<file path="config.mk">
export PLATFORM = sky130hd
export DESIGN_NAME = deadline_sorted_timer_queue
export DESIGN_NICKNAME = d
export VERILOG_FILES = /design/src/dstq_pkg.sv /design/src/dstq_ctrl.sv /design/src/dstq_dp.sv /design/src/deadline_sorted_timer_queue.sv
export VERILOG_INCLUDE_DIRS = /design/src /design/src/src
export SDC_FILE = /design/constraint.sdc
export NUM_CORES = 2
export LEC_CHECK = 0
export BUFFER_PORTS_ARGS = -buffer_cell sky130_fd_sc_hd__buf_4
export CAP_MARGIN = 0
export CORE_MARGIN = 2
export CORE_UTILIZATION = 60
export DETAILED_ROUTE_END_ITERATION = 6
export PLACE_DENSITY = 0.87
export SLEW_MARGIN = 20
export SYNTH_ARGS = -nofsm -noshare
export SYNTH_HDL_FRONTEND = slang
export SYNTH_SLANG_ARGS = --single-unit
</file>
<file path="constraint.sdc">
create_clock -name clk_i -period 18.2 [get_ports clk_i]
set_clock_uncertainty 0.1 [all_clocks]
set_input_delay 1.82 -clock clk_i [delete_from_list [all_inputs] [get_ports clk_i]]
set_output_delay 1.82 -clock clk_i [all_outputs]
set_load 0.01 [all_outputs]
</file>
<file path="src/deadline_sorted_timer_queue_defines.svh">
// ----------------------------------------------------------------------------
// Timer queue assertion macros
// Shared concurrent assertion helpers for the timer queue modules.
// ----------------------------------------------------------------------------
`ifndef DEADLINE_SORTED_TIMER_QUEUE_DEFINES_SVH
`define DEADLINE_SORTED_TIMER_QUEUE_DEFINES_SVH

// same-cycle implication
`define DSTQ_ASSERT_IMP(lbl, clk, rstn, ante, cons, msg) \
  lbl: assert property (@(posedge clk) disable iff (!rstn) (ante) |-> (cons)) else $error(msg);

// next-cycle implication
`define DSTQ_ASSERT_NXT(lbl, clk, rstn, ante, cons, msg) \
  lbl: assert property (@(posedge clk) disable iff (!rstn) (ante) |=> (cons)) else $error(msg);

`endif

</file>
<file path="src/dstq_pkg.sv">
// ----------------------------------------------------------------------------
// Timer queue package
// Sizes, request/result types and controller/datapath interface structs.
// ----------------------------------------------------------------------------
package dstq_pkg;

  localparam int SLOTS     = 16;
  localparam int MAX_FIRES = 16;
  localparam int SLOT_W    = $clog2(SLOTS);
  localparam int CNT_W     = $clog2(SLOTS + 1);
  localparam int FIRE_W    = $clog2(MAX_FIRES + 1);
  localparam logic [30:0] DEC_MAX = 31'h7FFF_FFFF;

  typedef enum logic [1:0] {
    FUNC_START = 2'd0,
    FUNC_STOP  = 2'd1,
    FUNC_RUN   = 2'd2,
    FUNC_NONE  = 2'd3
  } func_e;

  typedef enum logic [1:0] {
    MODE_NONE  = 2'd0,
    MODE_RUN   = 2'd1,
    MODE_START = 2'd2,
    MODE_STOP  = 2'd3
  } mode_e;

  typedef struct packed {
    logic [1:0]  func;
    logic [3:0]  slot;
    logic [63:0] now;
    logic [63:0] delay;
    logic [63:0] reload;
  } req_t;

  typedef struct packed {
    logic        fired;
    logic [3:0]  fired_slot;
    logic        dec_write;
    logic [30:0] dec_value;
    logic        last;
  } res_t;

  typedef struct packed {
    logic  capture;
    logic  set_mode;
    mode_e mode;
    logic  fires_clr;
    logic  rd_head;
    logic  rd_pos;
    logic  start_arm;
    logic  stop_do;
    logic  fire;
    logic  pos_inc;
    logic  ins_do;
    logic  emit_last;
    logic  last_write;
  } cmd_t;

  typedef struct packed {
    logic is_run;
    logic is_start;
    logic is_stop;
    logic slot_ok;
    logic slot_armed;
    logic list_empty;
    logic fire_limit;
    logic due;
    logic iv_nz;
    logic advance;
    logic dw;
  } sts_t;

endpackage

</file>
<file path="src/dstq_ctrl.sv">
// ----------------------------------------------------------------------------
// Timer queue controller
// Sequences start, stop and run requests over the datapath.
// ----------------------------------------------------------------------------
`include "deadline_sorted_timer_queue_defines.svh"

module dstq_ctrl (
  input  logic          clk_i,
  input  logic          rst_ni,
  input  logic          start_i,
  output logic          busy_o,
  input  dstq_pkg::sts_t sts_i,
  output dstq_pkg::cmd_t cmd_o
);
  import dstq_pkg::*;

  typedef enum logic [9:0] {
    ST_IDLE    = 10'b00_0000_0001,
    ST_DECODE  = 10'b00_0000_0010,
    ST_START   = 10'b00_0000_0100,
    ST_STOP    = 10'b00_0000_1000,
    ST_RUN_RD  = 10'b00_0001_0000,
    ST_RUN_CHK = 10'b00_0010_0000,
    ST_INS_RD  = 10'b00_0100_0000,
    ST_INS_CMP = 10'b00_1000_0000,
    ST_FIN     = 10'b01_0000_0000,
    ST_DEC_OUT = 10'b10_0000_0000
  } state_e;

  state_e state_q, state_d;

  assign busy_o = (state_q != ST_IDLE);

  always_comb begin
    state_d = state_q;
    cmd_o   = '0;
    case (state_q)
      ST_IDLE: begin
        if (start_i) begin
          cmd_o.capture = 1'b1;
          state_d = ST_DECODE;
        end
      end
      ST_DECODE: begin
        cmd_o.set_mode  = 1'b1;
        cmd_o.fires_clr = 1'b1;
        if (sts_i.is_run) begin
          cmd_o.mode = MODE_RUN;
          state_d = ST_RUN_RD;
        end else if (sts_i.is_start && sts_i.slot_ok) begin
          cmd_o.mode = MODE_START;
          state_d = ST_START;
        end else if (sts_i.is_stop && sts_i.slot_ok && sts_i.slot_armed) begin
          cmd_o.mode = MODE_STOP;
          state_d = ST_STOP;
        end else begin
          cmd_o.mode = MODE_NONE;
          state_d = ST_FIN;
        end
      end
      ST_START: begin
        cmd_o.start_arm = 1'b1;
        state_d = ST_INS_RD;
      end
      ST_STOP: begin
        cmd_o.stop_do = 1'b1;
        state_d = ST_FIN;
      end
      ST_RUN_RD: begin
        if (sts_i.list_empty || sts_i.fire_limit) begin
          state_d = ST_FIN;
        end else begin
          cmd_o.rd_head = 1'b1;
          state_d = ST_RUN_CHK;
        end
      end
      ST_RUN_CHK: begin
        if (!sts_i.due) begin
          state_d = ST_FIN;
        end else begin
          cmd_o.fire = 1'b1;
          state_d = sts_i.iv_nz ? ST_INS_RD : ST_RUN_RD;
        end
      end
      ST_INS_RD: begin
        cmd_o.rd_pos = 1'b1;
        state_d = ST_INS_CMP;
      end
      ST_INS_CMP: begin
        if (sts_i.advance) begin
          cmd_o.pos_inc = 1'b1;
          state_d = ST_INS_RD;
        end else begin
          cmd_o.ins_do = 1'b1;
          state_d = sts_i.is_run ? ST_RUN_RD : ST_FIN;
        end
      end
      ST_FIN: begin
        if (sts_i.dw) begin
          cmd_o.rd_head = 1'b1;
          state_d = ST_DEC_OUT;
        end else begin
          cmd_o.emit_last = 1'b1;
          state_d = ST_IDLE;
        end
      end
      ST_DEC_OUT: begin
        cmd_o.emit_last  = 1'b1;
        cmd_o.last_write = 1'b1;
        state_d = ST_IDLE;
      end
      default: begin
        state_d = ST_IDLE;
      end
    endcase
  end

  always_ff @(posedge clk_i or negedge rst_ni) begin
    if (!rst_ni) begin
      state_q <= ST_IDLE;
    end else begin
      state_q <= state_d;
    end
  end

  `DSTQ_ASSERT_NXT(a_accept_busy, clk_i, rst_ni, start_i && !busy_o, busy_o, "accept not busy")
  `DSTQ_ASSERT_IMP(a_ins_no_accept, clk_i, rst_ni, cmd_o.ins_do || cmd_o.fire, busy_o, "idle update")
  `DSTQ_ASSERT_NXT(a_last_idle, clk_i, rst_ni, cmd_o.emit_last, !busy_o, "last not at end")

endmodule

</file>
<file path="src/dstq_dp.sv">
// ----------------------------------------------------------------------------
// Timer queue datapath
// Slot memories, ordered slot list, compare logic and result register.
// ----------------------------------------------------------------------------
`include "deadline_sorted_timer_queue_defines.svh"

module dstq_dp (
  input  logic           clk_i,
  input  logic           rst_ni,
  input  dstq_pkg::req_t req_i,
  input  dstq_pkg::cmd_t cmd_i,
  output dstq_pkg::sts_t sts_o,
  output logic           res_valid_o,
  output dstq_pkg::res_t res_o
);
  import dstq_pkg::*;

  logic [63:0] dl_mem [SLOTS];
  logic [63:0] iv_mem [SLOTS];

  req_t              req_q;
  logic [SLOT_W-1:0] order_q [SLOTS];
  logic [CNT_W-1:0]  count_q;
  logic [SLOTS-1:0]  armed_q;
  logic [CNT_W-1:0]  pos_q;
  logic [FIRE_W-1:0] fires_q;
  logic [63:0]       new_dl_q;
  logic [SLOT_W-1:0] cur_q;
  logic              had_q;
  logic [SLOT_W-1:0] old_q;
  logic              was_head_q;
  mode_e             mode_q;
  logic [63:0]       rd_dl_q;
  logic [63:0]       rd_iv_q;
  logic              res_valid_q;
  res_t              res_q;
  res_t              res_d;

  logic [SLOT_W-1:0] s_idx;
  logic [SLOT_W-1:0] pos_idx;
  logic [SLOT_W-1:0] rd_addr;
  logic              rd_en;
  logic [SLOT_W-1:0] rm_slot;
  logic              rm_en;
  logic [SLOTS-1:0]  ge;
  logic              rm_hit;
  logic              dl_we;
  logic [SLOT_W-1:0] dl_waddr;
  logic [63:0]       dl_wdata;
  logic [63:0]       dec_diff;
  logic [30:0]       dec_val;
  logic              dw;

  function automatic logic is_before(logic [63:0] a, logic [63:0] b);
    logic [63:0] d;
    d = b - a;
    return (d != 64'd0) && !d[63];
  endfunction

  assign s_idx   = SLOT_W'(req_q.slot);
  assign pos_idx = pos_q[SLOT_W-1:0];
  assign rd_en   = cmd_i.rd_head | cmd_i.rd_pos;
  assign rd_addr = cmd_i.rd_head ? order_q[0] : order_q[pos_idx];

  assign rm_slot = cmd_i.fire ? order_q[0] : s_idx;
  assign rm_en   = cmd_i.fire | cmd_i.stop_do | (cmd_i.start_arm & armed_q[s_idx]);

  // ge[i]: the removed entry sits at or below position i
  always_comb begin
    logic run;
    run = 1'b0;
    for (int i = 0; i < SLOTS; i++) begin
      run = run | ((order_q[i] == rm_slot) && (CNT_W'(i) < count_q));
      ge[i] = run;
    end
    rm_hit = run;
  end

  always_comb begin
    dl_we    = 1'b0;
    dl_waddr = s_idx;
    dl_wdata = req_q.now + req_q.delay;
    if (cmd_i.start_arm) begin
      dl_we = 1'b1;
    end else if (cmd_i.fire && (rd_iv_q != 64'd0)) begin
      dl_we    = 1'b1;
      dl_waddr = order_q[0];
      dl_wdata = rd_dl_q + rd_iv_q;
    end
  end

  always_ff @(posedge clk_i) begin
    if (dl_we) begin
      dl_mem[dl_waddr] <= dl_wdata;
    end
    if (cmd_i.start_arm) begin
      iv_mem[s_idx] <= req_q.reload;
    end
    if (rd_en) begin
      rd_dl_q <= dl_mem[rd_addr];
      rd_iv_q <= iv_mem[rd_addr];
    end
  end

  assign dec_diff = rd_dl_q - req_q.now;
  always_comb begin
    if (dec_diff[63]) begin
      dec_val = 31'd0;
    end else if (dec_diff[62:31] != 32'd0) begin
      dec_val = DEC_MAX;
    end else begin
      dec_val = dec_diff[30:0];
    end
  end

  always_comb begin
    case (mode_q)
      MODE_RUN:   dw = (count_q != '0);
      MODE_START: dw = !had_q || (order_q[0] != old_q);
      MODE_STOP:  dw = was_head_q && (count_q != '0);
      default:    dw = 1'b0;
    endcase
  end

  always_comb begin
    sts_o            = '0;
    sts_o.is_run     = (req_q.func == FUNC_RUN);
    sts_o.is_start   = (req_q.func == FUNC_START);
    sts_o.is_stop    = (req_q.func == FUNC_STOP);
    sts_o.slot_ok    = ({1'b0, req_q.slot} < 5'(SLOTS));
    sts_o.slot_armed = armed_q[s_idx];
    sts_o.list_empty = (count_q == '0);
    sts_o.fire_limit = (fires_q == FIRE_W'(MAX_FIRES));
    sts_o.due        = !is_before(req_q.now, rd_dl_q);
    sts_o.iv_nz      = (rd_iv_q != 64'd0);
    sts_o.advance    = (pos_q < count_q) && is_before(rd_dl_q, new_dl_q);
    sts_o.dw         = dw;
  end

  always_comb begin
    res_d = res_q;
    if (cmd_i.emit_last) begin
      res_d           = '0;
      res_d.last      = 1'b1;
      res_d.dec_write = cmd_i.last_write;
      res_d.dec_value = cmd_i.last_write ? dec_val : 31'd0;
    end else if (cmd_i.fire) begin
      res_d            = '0;
      res_d.fired      = 1'b1;
      res_d.fired_slot = 4'(order_q[0]);
    end
  end

  // payload-only registers
  always_ff @(posedge clk_i) begin
    if (cmd_i.capture) begin
      req_q <= req_i;
    end
    if (cmd_i.start_arm) begin
      new_dl_q <= dl_wdata;
      cur_q    <= s_idx;
      had_q    <= (count_q != '0);
      old_q    <= order_q[0];
    end
    if (cmd_i.fire) begin
      new_dl_q <= dl_wdata;
      cur_q    <= order_q[0];
    end
    if (cmd_i.stop_do) begin
      was_head_q <= (order_q[0] == s_idx);
    end
    res_q <= res_d;
  end

  always_ff @(posedge clk_i or negedge rst_ni) begin
    if (!rst_ni) begin
      count_q     <= '0;
      armed_q     <= '0;
      pos_q       <= '0;
      fires_q     <= '0;
      mode_q      <= MODE_NONE;
      res_valid_q <= 1'b0;
      for (int i = 0; i < SLOTS; i++) begin
        order_q[i] <= '0;
      end
    end else begin
      res_valid_q <= cmd_i.emit_last | cmd_i.fire;
      if (cmd_i.set_mode) begin
        mode_q <= cmd_i.mode;
      end
      if (cmd_i.fires_clr) begin
        fires_q <= '0;
      end else if (cmd_i.fire) begin
        fires_q <= fires_q + FIRE_W'(1);
      end
      if (cmd_i.start_arm || cmd_i.fire) begin
        pos_q <= '0;
      end else if (cmd_i.pos_inc) begin
        pos_q <= pos_q + CNT_W'(1);
      end
      if (cmd_i.start_arm) begin
        armed_q[s_idx] <= 1'b1;
      end else if (cmd_i.stop_do) begin
        armed_q[s_idx] <= 1'b0;
      end else if (cmd_i.fire && (rd_iv_q == 64'd0)) begin
        armed_q[order_q[0]] <= 1'b0;
      end
      if (rm_en && rm_hit) begin
        for (int i = 0; i < SLOTS - 1; i++) begin
          if (ge[i]) begin
            order_q[i] <= order_q[i+1];
          end
        end
        count_q <= count_q - CNT_W'(1);
      end else if (cmd_i.ins_do) begin
        for (int i = 0; i < SLOTS; i++) begin
          if (SLOT_W'(i) == pos_idx) begin
            order_q[i] <= cur_q;
          end else if ((i > 0) && (SLOT_W'(i) > pos_idx)) begin
            order_q[i] <= order_q[(i > 0) ? i - 1 : 0];
          end
        end
        count_q <= count_q + CNT_W'(1);
      end
    end
  end

  assign res_valid_o = res_valid_q;
  assign res_o       = res_q;

  `DSTQ_ASSERT_IMP(a_count_range, clk_i, rst_ni, 1'b1, count_q <= CNT_W'(SLOTS), "count overflow")
  `DSTQ_ASSERT_IMP(a_armed_count, clk_i, rst_ni, !cmd_i.ins_do && !cmd_i.pos_inc && !cmd_i.rd_pos && !cmd_i.start_arm && !cmd_i.fire, $countones(armed_q) == int'(count_q), "armed/queued mismatch")
  `DSTQ_ASSERT_NXT(a_fire_strobe, clk_i, rst_ni, cmd_i.fire, res_valid_o && res_o.fired, "fire lost")

endmodule

</file>
<file path="src/deadline_sorted_timer_queue.sv">
// ----------------------------------------------------------------------------
// Deadline-sorted timer queue
// Up to SLOTS timers kept in wrap-safe deadline order, with start, stop and
// run requests and decrementer reprogramming.
// ----------------------------------------------------------------------------
// Usage: drive req_i and raise start; the request is taken on a clock edge
// where start is high and busy is low. busy stays high until the request is
// finished. Results appear on res_o for one cycle each, marked by
// res_valid_o; the receiver cannot hold them off. A run request gives one
// result per fired slot and every request ends with one result that has
// last set and carries any decrementer write.
// Steps from accept to the last result: a start walks the list to its insert
// point, each entry taking a registered deadline read and then a compare; a
// run fires due heads in turn and walks the list again for each periodic
// fire; a decrementer write adds a registered head read before the last
// result. The next request can be taken in the cycle its last result is
// shown.
// Reset clears the list, the armed flags and the controller; slot deadline
// and period memories hold garbage until a slot is started.
// ----------------------------------------------------------------------------
module deadline_sorted_timer_queue (
  input  logic           clk_i,
  input  logic           rst_ni,
  input  logic           start,
  output logic           busy,
  input  dstq_pkg::req_t req_i,
  output logic           res_valid_o,
  output dstq_pkg::res_t res_o
);
  import dstq_pkg::*;

  cmd_t cmd;
  sts_t sts;

  dstq_ctrl u_ctrl (
    .clk_i   (clk_i),
    .rst_ni  (rst_ni),
    .start_i (start),
    .busy_o  (busy),
    .sts_i   (sts),
    .cmd_o   (cmd)
  );

  dstq_dp u_dp (
    .clk_i       (clk_i),
    .rst_ni      (rst_ni),
    .req_i       (req_i),
    .cmd_i       (cmd),
    .sts_o       (sts),
    .res_valid_o (res_valid_o),
    .res_o       (res_o)
  );

endmodule

</file>
### Yosys cells after proc, flatten, opt, wreduce, memory -nomap -nowiden

Memories as Yosys holds them, arrays and structs flattened. A register that Yosys moved wholly into a read port is not among the register bits.
Index checks and enable logic that the tools add are counted.

| operators by class | value |
|---|---|
| muxes and demuxes | 119 |
| add/subtract/negate cells | 8 |
| eq/ne operators | 66 |
| bitwise gates (word level) | 27 |
| reduce and logical (&&, ||, !) cells | 79 |
| order comparisons | 37 |

Operators with widths:

| cell | number |
|---|---|
| 64-bit 2-to-1 mux | 5 |
| 4-bit 2-to-1 mux | 55 |
| 64-bit nonzero test | 3 |
| 64-bit adder | 2 |
| 64-bit subtractor | 2 |
| 31-bit 2-to-1 mux | 3 |
| 10-bit case mux with 9 select lines | 1 |
| 4-bit == test | 17 |
| 33-bit 2-to-1 mux | 2 |
| 64-bit zero test | 1 |
| 60-bit 2-to-1 mux | 1 |
| 10-bit 2-to-1 mux | 5 |
| 16-bit 2-to-1 mux | 3 |
| 3-bit AND reduction | 16 |
| 3-bit nonzero test | 15 |
| 4-bit by 5-bit < comparator with 1-bit output, first input constant | 8 |
| 9-bit 2-to-1 mux | 4 |
| 16-bit AND | 2 |
| 4-bit == test, first input constant | 8 |
| 4-bit greater-than comparator, first input constant | 8 |
| 16-bit NOT | 2 |
| 32-bit nonzero test | 1 |
| 5-bit 2-to-1 mux | 6 |
| 2-bit by 1-bit != test with 1-bit output, second input constant | 15 |
| other kinds (52) | 151 |

| word-level totals | value |
|---|---|
| register bits | 418 |
| memories kept | 2 |
| logic and storage cells | 376 |
| memory bits (writable) | 2048 |

Memory list:

| memory | words | bits a word | read ports | clocked after Yosys merged registers in | wr ports | line | source |
|---|---|---|---|---|---|---|---|
| u_dp.dl_mem | 16 | 64 | 1 | 1 | 1 | dstq_dp.sv:18 | `logic [63:0] dl_mem [SLOTS];` |
| u_dp.iv_mem | 16 | 64 | 1 | 1 | 1 | dstq_dp.sv:19 | `logic [63:0] iv_mem [SLOTS];` |

### Depth between registers and ports, before layout

| depth | value |
|---|---|
| depth after elaboration | 26 |
| mapped depth | 30 |
| gate-level depth less buffers | 26 |

### Modules after synthesis

From an unflattened synthesis, not the netlist that was laid out.

| second synthesis, totals | value |
|---|---|
| cell total of the unflattened synthesis | 7562 |
| area total of the unflattened synthesis | 115620.9 um^2 |

By module, submodules not included:

| module | instances | seq. area each (um^2) | cells an instance | area an instance (um^2) |
|---|---|---|---|---|
| dstq_dp | 1 | 77043.9 | 7475 | 114840.1 |
| dstq_ctrl | 1 | 251.5 | 87 | 780.7 |

### Least setup slack after synthesis

No wires, ideal clock.

| path | value |
|---|---|
| kind | input port to flip-flop |
| start point | input start |
| end point | register u_ctrl.state_q[0] |
| cell stages on the path | 5 |
| setup time | 0.090 ns |
| required time | 18.010 ns |
| setup slack | 7.171 ns |
| arrival | 10.839 ns |
| cells stage by stage | inv_1 -> nor2_1 -> nor3_1 -> nand4_1 -> o21ai_0 |

| between the ends | value |
|---|---|
| longest elaborated chain between the ends | 1 |

Ends and longest elaborated chain:

| item | line | source |
|---|---|---|
| start: declaration | deadline_sorted_timer_queue.sv:24 | `input logic start,` |
| 2-bit != test (no source line) | - |  |
| end signal: assignment | dstq_ctrl.sv:122 | `state_q <= state_d;` |
| end: declaration | dstq_ctrl.sv:30 | `state_e state_q, state_d;` |

No other way between the ends.
A chain may end at the register's enable or synchronous reset.

### Worst setup path in the final report

| path | value |
|---|---|
| start point | register u_dp.rd_dl_q[0] (read register of u_dp.dl_mem) |
| end point | register u_dp.order_q[47] in the netlist's numbering |

| between the ends | value |
|---|---|
| longest elaborated chain between the ends | 26 |

Ends and longest elaborated chain:

| item | line | source |
|---|---|---|
| start: declaration | dstq_dp.sv:33 | `logic [63:0] rd_dl_q;` |
| 64-bit subtractor | dstq_dp.sv:56 | `d = b - a;` |
| 64-bit nonzero test or 1-bit zero test (tied branches) | dstq_dp.sv:57 | `return (d != 64'd0) && !d[63];` |
| 1-bit logical AND | dstq_dp.sv:57 |  |
| 1-bit 2-to-1 mux | dstq_ctrl.sv:78 | `if (!sts_i.due) begin` |
| 1-bit 2-to-1 mux | dstq_ctrl.sv:37 | `case (state_q)` |
| 4-bit 2-to-1 mux | dstq_dp.sv:65 | `assign rm_slot = cmd_i.fire ? order_q[0] : s_idx;` |
| 4-bit == test | dstq_dp.sv:73 | `run = run \| ((order_q[i] == rm_slot) && (CNT_W'(i) < count_q));` |
| 1-bit logical AND | dstq_dp.sv:73 |  |
| 1-bit OR (15 in a row) | dstq_dp.sv:73 |  |
| 1-bit logical AND | dstq_dp.sv:208 | `if (rm_en && rm_hit) begin` |
| 2-bit by 1-bit != test with 1-bit output (no source line), or another cell as far along | - |  |
| 3-bit AND reduction (no source line) | - |  |
| end signal: indexed assignment | dstq_dp.sv:211 | `order_q[i] <= order_q[i+1];` |
| end signal: indexed assignment | dstq_dp.sv:218 | `order_q[i] <= cur_q;` |
| end signal: indexed assignment | dstq_dp.sv:220 | `order_q[i] <= order_q[(i > 0) ? i - 1 : 0];` |
| end: declaration | dstq_dp.sv:22 | `logic [SLOT_W-1:0] order_q [SLOTS];` |

Parallel ways exist; a longest one is shown, timed or not.

==> flow_summary.toml <==
[final_layout]
utilization_pct = 67.6
nets = 8294
stdcell_count = 10550
drive_gt1_share_pct = 18.0
area_delta_synth_final_pct = 12.0
post-route-cell-area_mm2 = 0.130

[power]
power.leakage_nw = 45.5
power.density_mw_per_mm2 = 125
vdd_drop_max_uv = 151
power_mw = 16.2

[routing]
met1_length_mm = 123
drc_errors = 0
via_count = 77502
wirelength_mm = 386
routedWlPerCell_um = 36.6
ant_nets = 0
drtIter0Drc = 13115
drtPass1Iterations = 7
wl_met3_mm = 50.9
wl_met2_mm = 175
routed_via_density = 7.35
top_layer_used = "met5"

[placed_design]
dpl_worst_slack_ns = 8.90
port_buffers = 240
placed_area_mm2 = 0.121
placed_cells_incl_taps = 10064
gpl.final_weighted_congestion = 1.03
hpwl_mm = 226

[synthesis]
ys_seq_area_share_pct = 66.7
syn_nets = 7979
ys_ff_latch = 2594
synth_top_area_share_pct = 64.2
synthFlopType = "edfxtp_1"
yosys.area.top_type = "edfxtp_1"
ys_warn_count = 0
syn-cell-area_mm2 = 0.116
yosysMostFrequentCell = "edfxtp_1"
syn_inst = 7510
async_flop_share_pct = 4.16
synth_edf_count = 2480
synth_common_cells = "2480 x edfxtp_1, 528 x nand2_1, 517 x mux4_2"
synth.avg_cell_area_um2 = 15.4
ys_top_cells_by_area = "edfxtp_1 64%, mux4_2 10%, ha_1 2.8%, dfrtp_1 2.3%, a21oi_1 2.0%"
synth.distinct_cells = 103

[clocking]
path_clk_slew_ns = 0.07
cts-buffers-inserted = 277
clockRootBuffer = "clkbuf_16"
max-clock-path-buffers = 4
clkLatencyLatePin_ns = 0.99
postCtsResizedCells = 0
cts_tree = "done"
htreeDepth = 5
hold_buffers = 0
cts_setup_buffers = 0
cts.sinks = 2594

[global_routing]
grt_pass1_vias = 76356
overflow = 0
grt_antenna_before_repair = 34
grt_pass1_wl_mm = 546
track_usage_pct = 39.0
grt_max_degree = 127

[worst_setup_path]
crit_path_start = "u_dp.rd_dl_q[0]"
worstReg2RegEnd = "u_dp.order_q[47]"
worstSetupPathType = "reg2reg"
reg2reg_from = "u_dp.rd_dl_q[0]"
critPathSlowestCell = "nand2_1"
r2r_slack_ns = 8.49
crit_path_end = "u_dp.order_q[47]"
path_max_fanout = 47
cp.arrival_ns = 10.49
cp-start-kind = "flop"
ff2ff_path_depth = 26
cpPeakStageDelay_ns = 0.92
cp-end-kind = "flop"
crit_required_ns = 18.97

[die]
initial_utilization_pct = 60.3
die_area_mm2 = 0.197
die_width_um = 444
fp.dieH_um = 444
coreArea_mm2 = 0.192
io_pins = 241
rows = 161

[sta]
fmax_ghz = 0.103
tightest_slew_ns = 1.18
hold_viol = 0
relSlewSlack_pct = 20.9
report.final.slew_viol_count = 0
finalWorstSetupSlack_ns = 8.49
tns_ns = 0
hold_ws_ns = 0.391
post-route-period-util_pct = 53.4
min_period_ns = 9.71
rsz0062_at_grt = "no"
setup_viol = 0

[status]
status = "complete, no violations"

[min_path]
min_path_type = "reg2reg"

[flow_run]
maxCapViolCount = 0
==> metal layers <==
metal,vias to the layer above,track usage (%)
met5,-,0
met2,7350,59.2
met3,1906,11.3
li1,30312,-
met1,37900,47.4
met4,34,30.3
==> where the power goes <==
group          internal (mW)  switching [mW]  total [mW]
sequential              7.49           0.278        7.77
clock                   3.17            2.35        5.52
combinational          0.893            1.99        2.89
total                   11.6            4.63        16.2
==> worst min-delay path by stage <==
stage | from | to | slack [ns] | depth (start not counted)
2_1_floorplan | u_dp.order_q[60] | u_dp.old_q[0] | 0.32 | 0
3_3_place_gp | u_ctrl.state_q[9] | u_ctrl.state_q[7] | 0.36 | 1
3_5_place_dp | u_dp.res_o[36] | u_dp.res_o[36] | 0.38 | 2
4_1_cts | u_dp.res_o[36] | u_dp.res_o[36] | 0.39 | 2
5_1_grt | u_dp.pos_q[0] | u_dp.pos_q[0] | 0.41 | 1
6_report | u_dp.pos_q[0] | u_dp.pos_q[0] | 0.39 | 1
==> cell usage in the layout, fill, tap and decap left out, types with 33 or more instances in the layout <==
cell,Yosys,routed
edfxtp_1,2480,2480
nand2_1,528,527
mux4_2,517,517
a21oi_1,465,452
buf_4,0,401
nor2_1,327,291
clkbuf_16,0,283
ha_1,264,264
inv_1,255,255
o21ai_0,221,219
a211oi_1,196,196
a31oi_1,172,172
a21o_1,144,144
xnor2_1,142,142
and2_1,140,140
dfrtp_1,107,106
xor2_1,88,88
mux2i_1,96,86
nand3_1,81,81
nor3_1,73,73
nand4_1,70,70
nand2b_1,69,68
clkbuf_1,288,53
nor2b_1,51,51
clkinv_1,5,48
o21bai_1,44,44
nor4_1,41,40
o21a_1,39,39
and3_1,37,37
o22ai_1,35,35
nor2_4,0,34
clkinv_2,0,33
==> layout make-up <==
cell class              instances  area, um^2
flip-flops and latches       2594       77300
fillers                     11751       62300
clock buffers                 340        7340
multi-input cells            4278       36700
well taps                    2526        3160
repair buffers                413        3220
inverters                     261         980
diodes                         18        45.0
clock inverters               120        1180
==> critical path, delay by kind of cell (launching register included) <==
kind	cells	cell delay, ns
buf+inv	3	0.51
xor+xnor	2	0.28
compound gates	10	3.45
mux	1	0.38
flops	1	0.43
fa+ha+maj	2	0.65
simple gates	8	3.72
==> state kept, by name, summed over array words and instances (netlist names), 5 cells and up <==
name,cells
u_dp.order_q,64
u_dp.req_q,194
u_ctrl.state_q,10
u_dp.dl_mem,1024
u_dp.armed_q,16
u_dp.count_q,5
u_dp.res_o,38
u_dp.rd_dl_q,64
u_dp.iv_mem,1024
u_dp.rd_iv_q,64
u_dp.new_dl_q,64
u_dp.fires_q,5
u_dp.pos_q,5
==> kinds of logic (layout without fill, tap and decap cells) <==
logic type	count (synthesis)	after routing	synth area share (%)
AOI/OAI and AO/OA	1608	1608	9.06
xor gates and xnor gates	230	230	1.74
DFF	2594	2594	66.7
and+or+nand+nor	1533	1533	6.39
adders and majority gates	268	268	2.92
muxes	639	639	11.1
other	0	18	0
buffers and inverters	638	1134	2.11
Power figures use the tool's default switching activity.
